### src/sv/cfb_pkg.sv
// shared types and constants for the checksummed frame builder
// no dependencies; imported by the front, queue, back and top-level modules
package cfb_pkg;

  localparam logic [7:0] SYNC_BYTE   = 8'h5A;
  localparam int         QUEUE_DEPTH = 2;

  // byte positions inside the bytes caused by one word
  typedef enum logic [2:0] {
    ST_SYNC0,
    ST_SYNC1,
    ST_FUNC,
    ST_LEN,
    ST_WHI,
    ST_WLO,
    ST_CSUM
  } step_t;

  // work item handed from front to back
  typedef struct packed {
    logic        start;    // first word of a frame, header goes first
    logic        zero;     // empty frame, header then checksum, word dropped
    logic        last;     // checksum follows this word
    logic [7:0]  func;
    logic [7:0]  len;
    logic [15:0] word;
  } desc_t;

endpackage

### src/sv/cfb_front.sv
// front part: accepts words, tracks the open frame and builds work items
// depends on cfb_pkg
module cfb_front #(
  parameter int MAX_WORDS = 7
) (
  input  logic                 clk,
  input  logic                 rst_n,
  input  logic                 in_valid,
  output logic                 in_ready,
  input  logic signed [15:0]   in_word_value,
  input  logic [7:0]           in_function_code,
  input  logic [2:0]           in_word_count,
  input  logic                 q_full,
  output logic                 q_push,
  output cfb_pkg::desc_t       q_desc
);
  import cfb_pkg::*;

  localparam int WLW = $clog2(MAX_WORDS + 1);

  logic [WLW-1:0] words_left_r, words_left_nxt;
  logic [2:0]     cnt_sat;
  logic           idle;

  assign idle     = (words_left_r == '0);
  assign in_ready = !q_full;
  assign q_push   = in_valid && in_ready;

  always_comb begin
    if (int'(in_word_count) > MAX_WORDS) begin
      cnt_sat = 3'(MAX_WORDS);
    end else begin
      cnt_sat = in_word_count;
    end
  end

  always_comb begin
    q_desc.start = idle;
    q_desc.zero  = idle && (cnt_sat == 3'd0);
    q_desc.func  = in_function_code;
    q_desc.len   = {4'b0000, cnt_sat, 1'b0};
    q_desc.word  = in_word_value;
    words_left_nxt = words_left_r;
    if (idle) begin
      q_desc.last = (cnt_sat == 3'd1);
      if (cnt_sat != 3'd0) begin
        words_left_nxt = WLW'(cnt_sat) - WLW'(1);
      end
    end else begin
      q_desc.last    = (words_left_r == WLW'(1));
      words_left_nxt = words_left_r - WLW'(1);
    end
  end

  always_ff @(posedge clk) begin
    if (!rst_n) begin
      words_left_r <= '0;
    end else if (q_push) begin
      words_left_r <= words_left_nxt;
    end
  end

endmodule

### src/sv/cfb_fifo.sv
// short work item queue between front and back
// depends on cfb_pkg
module cfb_fifo (
  input  logic           clk,
  input  logic           rst_n,
  input  logic           push,
  input  cfb_pkg::desc_t push_desc,
  output logic           full,
  input  logic           pop,
  output logic           head_valid,
  output cfb_pkg::desc_t head_desc
);
  import cfb_pkg::*;

  localparam int PTR_W = (QUEUE_DEPTH > 1) ? $clog2(QUEUE_DEPTH) : 1;
  localparam int CNT_W = $clog2(QUEUE_DEPTH + 1);

  desc_t            mem_r [QUEUE_DEPTH];
  logic [PTR_W-1:0] wr_ptr_r, rd_ptr_r;
  logic [CNT_W-1:0] count_r;

  assign full       = (count_r == CNT_W'(QUEUE_DEPTH));
  assign head_valid = (count_r != '0);
  assign head_desc  = mem_r[rd_ptr_r];

  function automatic logic [PTR_W-1:0] ptr_inc(input logic [PTR_W-1:0] p);
    if (p == PTR_W'(QUEUE_DEPTH - 1)) begin
      return '0;
    end
    return p + PTR_W'(1);
  endfunction

  always_ff @(posedge clk) begin
    if (push) begin
      mem_r[wr_ptr_r] <= push_desc;
    end
  end

  always_ff @(posedge clk) begin
    if (!rst_n) begin
      wr_ptr_r <= '0;
      rd_ptr_r <= '0;
      count_r  <= '0;
    end else begin
      if (push) begin
        wr_ptr_r <= ptr_inc(wr_ptr_r);
      end
      if (pop) begin
        rd_ptr_r <= ptr_inc(rd_ptr_r);
      end
      if (push && !pop) begin
        count_r <= count_r + CNT_W'(1);
      end else if (pop && !push) begin
        count_r <= count_r - CNT_W'(1);
      end
    end
  end

endmodule

### src/sv/cfb_back.sv
// back part: serializes work items into frame bytes with running checksum
// depends on cfb_pkg
module cfb_back (
  input  logic           clk,
  input  logic           rst_n,
  input  logic           head_valid,
  input  cfb_pkg::desc_t head_desc,
  output logic           pop,
  output logic           out_valid,
  input  logic           out_ready,
  output logic [7:0]     out_byte_out,
  output logic           out_run_end,
  output logic           out_frame_end
);
  import cfb_pkg::*;

  step_t      step_r, step_nxt, cur_step;
  logic       busy_r;
  logic [7:0] sum_r;
  logic       out_valid_r;
  logic [7:0] byte_r;
  logic       run_end_r, frame_end_r;

  logic       load, item_done;
  logic [7:0] cur_byte;

  assign cur_step = busy_r ? step_r : (head_desc.start ? ST_SYNC0 : ST_WHI);
  assign load     = head_valid && (!out_valid_r || out_ready);
  assign pop      = load && item_done;

  // next step
  always_comb begin
    unique case (cur_step)
      ST_SYNC0: step_nxt = ST_SYNC1;
      ST_SYNC1: step_nxt = ST_FUNC;
      ST_FUNC:  step_nxt = ST_LEN;
      ST_LEN:   step_nxt = head_desc.zero ? ST_CSUM : ST_WHI;
      ST_WHI:   step_nxt = ST_WLO;
      ST_WLO:   step_nxt = head_desc.last ? ST_CSUM : ST_SYNC0;
      ST_CSUM:  step_nxt = ST_SYNC0;
      default:  step_nxt = ST_SYNC0;
    endcase
  end

  // byte for the current step
  always_comb begin
    unique case (cur_step)
      ST_SYNC0: cur_byte = SYNC_BYTE;
      ST_SYNC1: cur_byte = SYNC_BYTE;
      ST_FUNC:  cur_byte = head_desc.func;
      ST_LEN:   cur_byte = head_desc.len;
      ST_WHI:   cur_byte = head_desc.word[15:8];
      ST_WLO:   cur_byte = head_desc.word[7:0];
      ST_CSUM:  cur_byte = sum_r;
      default:  cur_byte = sum_r;
    endcase
    item_done = (cur_step == ST_CSUM) || ((cur_step == ST_WLO) && !head_desc.last);
  end

  always_ff @(posedge clk) begin
    if (load) begin
      byte_r      <= cur_byte;
      run_end_r   <= item_done;
      frame_end_r <= (cur_step == ST_CSUM);
      step_r      <= step_nxt;
    end
  end

  always_ff @(posedge clk) begin
    if (!rst_n) begin
      busy_r      <= 1'b0;
      sum_r       <= '0;
      out_valid_r <= 1'b0;
    end else if (load) begin
      busy_r      <= !item_done;
      out_valid_r <= 1'b1;
      if (cur_step == ST_CSUM) begin
        sum_r <= '0;
      end else begin
        sum_r <= sum_r + cur_byte;
      end
    end else if (out_ready) begin
      out_valid_r <= 1'b0;
    end
  end

  assign out_valid     = out_valid_r;
  assign out_byte_out  = byte_r;
  assign out_run_end   = run_end_r;
  assign out_frame_end = frame_end_r;

endmodule

### src/sv/checksummed_frame_builder_core.sv
// checksummed frame builder, top level
// depends on cfb_pkg, cfb_front, cfb_fifo, cfb_back
//
// usage:
//   in channel (in_valid/in_ready) takes one signed 16-bit word per handshake.
//   the first word of a frame also carries the function byte and word count;
//   on later words of the frame those two fields are ignored.
//   out channel (out_valid/out_ready) delivers one frame byte per handshake:
//   0x5a 0x5a, function, byte length, each word high byte first, then the
//   modulo-256 checksum of all earlier frame bytes.
//   out_run_end marks the last byte caused by one input word, out_frame_end
//   marks the checksum byte.
// flow:
//   an accepted word is stored in the work queue; its first byte then
//   passes through the output register. the back end emits one byte per
//   cycle while out_ready is high and a work item waits. a two-entry work
//   queue lets a new word be accepted while bytes of earlier words still
//   drain.
// reset and stall:
//   synchronous active-low reset empties the queue, closes any open frame
//   and clears the checksum. when out_ready is low the output byte holds,
//   the queue fills and in_ready drops once it is full.
module checksummed_frame_builder_core #(
  parameter int MAX_WORDS = 7
) (
  input  logic               clk,
  input  logic               rst_n,
  input  logic               in_valid,
  output logic               in_ready,
  input  logic signed [15:0] in_word_value,
  input  logic [7:0]         in_function_code,
  input  logic [2:0]         in_word_count,
  output logic               out_valid,
  input  logic               out_ready,
  output logic [7:0]         out_byte_out,
  output logic               out_run_end,
  output logic               out_frame_end
);
  import cfb_pkg::*;

  // front to queue
  logic  q_push, q_full;
  desc_t q_desc;

  // queue to back
  logic  head_valid, q_pop;
  desc_t head_desc;

  // front keeps the count of words still owed to the open frame
  cfb_front #(
    .MAX_WORDS(MAX_WORDS)
  ) u_front (
    .clk              (clk),
    .rst_n            (rst_n),
    .in_valid         (in_valid),
    .in_ready         (in_ready),
    .in_word_value    (in_word_value),
    .in_function_code (in_function_code),
    .in_word_count    (in_word_count),
    .q_full           (q_full),
    .q_push           (q_push),
    .q_desc           (q_desc)
  );

  // decouples acceptance from byte emission
  cfb_fifo u_fifo (
    .clk        (clk),
    .rst_n      (rst_n),
    .push       (q_push),
    .push_desc  (q_desc),
    .full       (q_full),
    .pop        (q_pop),
    .head_valid (head_valid),
    .head_desc  (head_desc)
  );

  // byte sequencer with running checksum and output register
  cfb_back u_back (
    .clk           (clk),
    .rst_n         (rst_n),
    .head_valid    (head_valid),
    .head_desc     (head_desc),
    .pop           (q_pop),
    .out_valid     (out_valid),
    .out_ready     (out_ready),
    .out_byte_out  (out_byte_out),
    .out_run_end   (out_run_end),
    .out_frame_end (out_frame_end)
  );

endmodule

### config.mk
export PLATFORM = sky130hd
export DESIGN_NAME = checksummed_frame_builder_core
export DESIGN_NICKNAME = d
export VERILOG_FILES = /design/src/sv/cfb_pkg.sv /design/src/sv/cfb_front.sv /design/src/sv/cfb_fifo.sv /design/src/sv/cfb_back.sv /design/src/sv/checksummed_frame_builder_core.sv
export SDC_FILE = /design/constraint.sdc
export NUM_CORES = 1
export LEC_CHECK = 0
export ABC_AREA = 1
export BUFFER_PORTS_ARGS = -buffer_cell sky130_fd_sc_hd__buf_2
export CORE_MARGIN = 3
export CORE_UTILIZATION = 35
export DETAILED_ROUTE_END_ITERATION = 8
export GPL_TIMING_DRIVEN = 0
export PLACE_DENSITY_LB_ADDON = 0.25
export SLEW_MARGIN = 25
export SYNTH_ARGS = -nofsm -noshare
export SYNTH_HDL_FRONTEND = slang
export SYNTH_SLANG_ARGS = --single-unit
### constraint.sdc
create_clock -name clk -period 3.4 [get_ports clk]
set_input_delay 0.34 -clock clk [delete_from_list [all_inputs] [get_ports clk]]
set_output_delay 0.34 -clock clk [all_outputs]
set_load 0.02 [all_outputs]
==> results.toml <==
[power]
ir_worst_vdd_v = 0.000357
power_density_nw_per_um2 = 764
p_leak_nw = 2.04

[sta]
min_period_ns = 2.95
finClkSkew_ns = 0.0103
fin_tns_setup_ns = 0
fmax_mhz = 339
hold_viol = 0
rsz0062_at_grt = "false"
tightestPinTransition_ns = 0.633
whs_ns = 0.177
period_share_pct = 86.8
drv_slew = 0
finalSetupViolCount = 0
relSlewSlack_pct = 57.7

[drt]
drc_errors = 0
drtIter0Drc = 177
avgRoutedWirePerCell_um = 14.6
drtPass1Iterations = 4
totalWireLength_mm = 8.63
vias = 2818
ant_nets = 0
vias_per_cell = 4.78

[die]
start_util_pct = 36.0
dieWidth_um = 115
io_pins = 43
die_h_um = 115
die-area_um2 = 13100
core_area_um2 = 11500
std_cell_rows = 39

[final_layout]
multi_input_area_um2 = 1340
fill_cells = 1044
seqCellArea_um2 = 2550
antenna_cells = 0
final_area_um2 = 4930
stdcell_count = 590
fin_nets = 488
drive_above_1_share_pct = 22.4
syn_to_final_growth_pct = 19.4

[logic_synthesis]
yosysUniqueCellTypes = 42
syn-num-nets = 433
ys_ff_latch = 91
yosys_warnings = 0
synth-seq-area-share_pct = 61.9
syn_area_um2 = 4130
synth_edf_count = 73
synth-async-reset-ratio_pct = 0
synth_cells = 387
synth_area_per_cell_um2 = 10.7
synth_flop_cell = "edfxtp_1"

[placed_design]
hpwl_mm = 6.18
post-place-cells = 574
dpl_cell_area_um2 = 4580
io_buffer_count = 42
place_congestion = 0.879

[worst_setup_path]
worstSetupStartpointType = "flop"
critPathMaxFanout = 8
r2r_cells = 16
r2r_slack_ns = 0.45
end_kind = "flop"
crit_arrival_ns = 3.24
rr_endpoint = "u_back.sum_r[7]$_SDFFE_PN0P_"
critical_path_class = "reg2reg"
cp.required_ns = 3.69
rr_startpoint = "u_back.step_r[1]$_DFFE_PP_"

[grt]
grt_max_degree = 19
grt_pass1_vias = 2826
grt_pass1_wl_mm = 14.3
antenna_found_initial = 0
grt.overflow.total = 0
track_usage_pct = 14.3

[clocking]
post_cts_buffers = 0
cts-root-buf = "clkbuf_16"
cts_hold_buf = 0
cts_buffers = 9
worstSkewPairLatency_ns = 0.35
cts_buffer_depth = 2
clock_sinks = 91
cts_resized = 0
cts_tree = "yes"
cts-htree-levels = 3
path_clk_slew_ns = 0.07

[min_path]
hold_start = "in_function_code[6]"
hold_end = "u_fifo.mem_r[0][25]$_DFFE_PP_"
min_path_type = "in2reg"
worstHoldPathCells = 1

[run_status]
status = "finished, final reports clean"

[run]
maxCapViolations = 0
[per-stage QoR]
stage	util [%]	setup slack, ns	total power, W
2_1_floorplan	-	0.932	0.00236
3_3_place_gp	39.4	0.188	0.00264
3_5_place_dp	40.0	0.512	0.00268
4_1_cts	42.9	0.483	0.00380
5_1_grt	43.0	0.212	0.00401
6_report	43.0	0.450	0.00377
[Yosys cell counts (3+ instances only)]
| library cell | count | area share [%] |
|---|---|---|
| nand2_1 | 87 | 7.9 |
| inv_2 | 10 | 0.91 |
| a21oi_1 | 34 | 4.1 |
| o21ai_1 | 7 | 0.85 |
| nand2_2 | 3 | 0.46 |
| a211oi_1 | 4 | 0.73 |
| nor3_1 | 3 | 0.36 |
| buf_2 | 3 | 0.36 |
| nand4_2 | 3 | 0.91 |
| dfxtp_1 | 18 | 8.7 |
| nor2_1 | 18 | 1.6 |
| a22oi_1 | 3 | 0.55 |
| o21ai_0 | 9 | 1.1 |
| edfxtp_1 | 73 | 53 |
| ha_1 | 14 | 4.2 |
| nand3_2 | 4 | 0.97 |
| nand3_1 | 13 | 1.6 |
| inv_1 | 43 | 3.9 |
| or2_2 | 4 | 0.61 |
[power by group]
group / internal [W] / switching (W)
clock network: 0.000657 / 0.000450
registers: 0.00144 / 0.0000869
logic: 0.000402 / 0.000729
[how the worst max path moves through the flow]
stage	start	to	slack, ns	cells past startpoint
2_1_floorplan	u_fifo.count_r[0]$_SDFFE_PN0P_	u_fifo.mem_r[1][0]$_DFFE_PP_	0.93	4
3_3_place_gp	u_fifo.count_r[0]$_SDFFE_PN0P_	u_fifo.mem_r[1][6]$_DFFE_PP_	0.19	4
3_5_place_dp	u_back.step_r[1]$_DFFE_PP_	u_back.sum_r[7]$_SDFFE_PN0P_	0.51	16
4_1_cts	u_back.step_r[1]$_DFFE_PP_	u_back.sum_r[7]$_SDFFE_PN0P_	0.48	16
5_1_grt	flop	u_back.sum_r[6]$_SDFFE_PN0P_	0.21	19
6_report	u_back.step_r[1]$_DFFE_PP_	u_back.sum_r[7]$_SDFFE_PN0P_	0.45	16
[flip-flops by register name, summed over array words and instances (netlist names), 2 cells and up, named ones only]
signal and cells:
u_back.out_byte_out 8, u_back.step_r 3, u_back.sum_r 8, u_fifo.count_r 2, u_fifo.mem_r 60, u_front.words_left_r 3
[metal layers]
metal  vias up  global-route usage, %  part of all wire (%)
met5         -                      0                     0
met4         0                   6.49                   2.5
met3        17                   3.49                   4.5
met2        59                   22.5                    46
met1      1305                   18.7                    47
li1       1437                      -                     -
[area by class of cell]
type                       instances  area share, %
buffer                             7          0.965
clock buffer                       9           4.57
clock inverter                     7           2.23
inverter                          55           4.19
multi-input combinational        234           27.2
sequential                        91           51.8
tap                              143           3.63
timing repair buffer              44           5.38
[placed cells by master, fill, tap and decap left out, types with 2 or more instances in the layout]
cell / count
inv_1: 43
o21ai_0: 9
nor2_1: 16
clkinv_1: 2
o21bai_1: 2
bufinv_16: 2
o21ai_1: 7
nor4_1: 2
a21oi_1: 34
nand2_2: 3
inv_6: 2
a22oi_1: 3
nand3_2: 4
a22o_1: 2
a211oi_1: 4
clkbuf_1: 2
a31oi_1: 2
buf_2: 45
inv_2: 10
nand2_1: 87
buf_16: 2
nor2_4: 4
o211ai_1: 2
dfxtp_1: 18
edfxtp_1: 73
nor3_1: 3
nor2_2: 2
or2_2: 4
nand4_2: 3
nand3_1: 13
clkbuf_16: 9
xor2_1: 2
ha_1: 14
[worst max-delay path, cell delays in order (launching register included)]
cell,delay (ns)
edfxtp_1,0.42
inv_1,0.18
nand4_2,0.31
clkinv_1,0.23
a22oi_1,0.11
o21a_1,0.17
o21ai_1,0.19
o21ai_1,0.11
inv_1,0.08
ha_1,0.27
a21oi_1,0.16
o21ai_0,0.09
a31oi_1,0.25
inv_1,0.07
nand2_1,0.08
nand3_2,0.06
a21oi_2,0.11
[kinds of logic (layout without fill, tap and decap cells)]
kind of cell    after synthesis  after routing  share of synthesized area (%)
simple gates                142            142                           15.9
mux                           1              1                          0.243
xor+xnor                      3              3                          0.637
flops                        91             91                           61.9
compound gates               73             73                           10.5
fa+ha+maj                    15             15                           4.73
buf+inv                      62            122                           6.16
(Power assumes the default switching activity.)
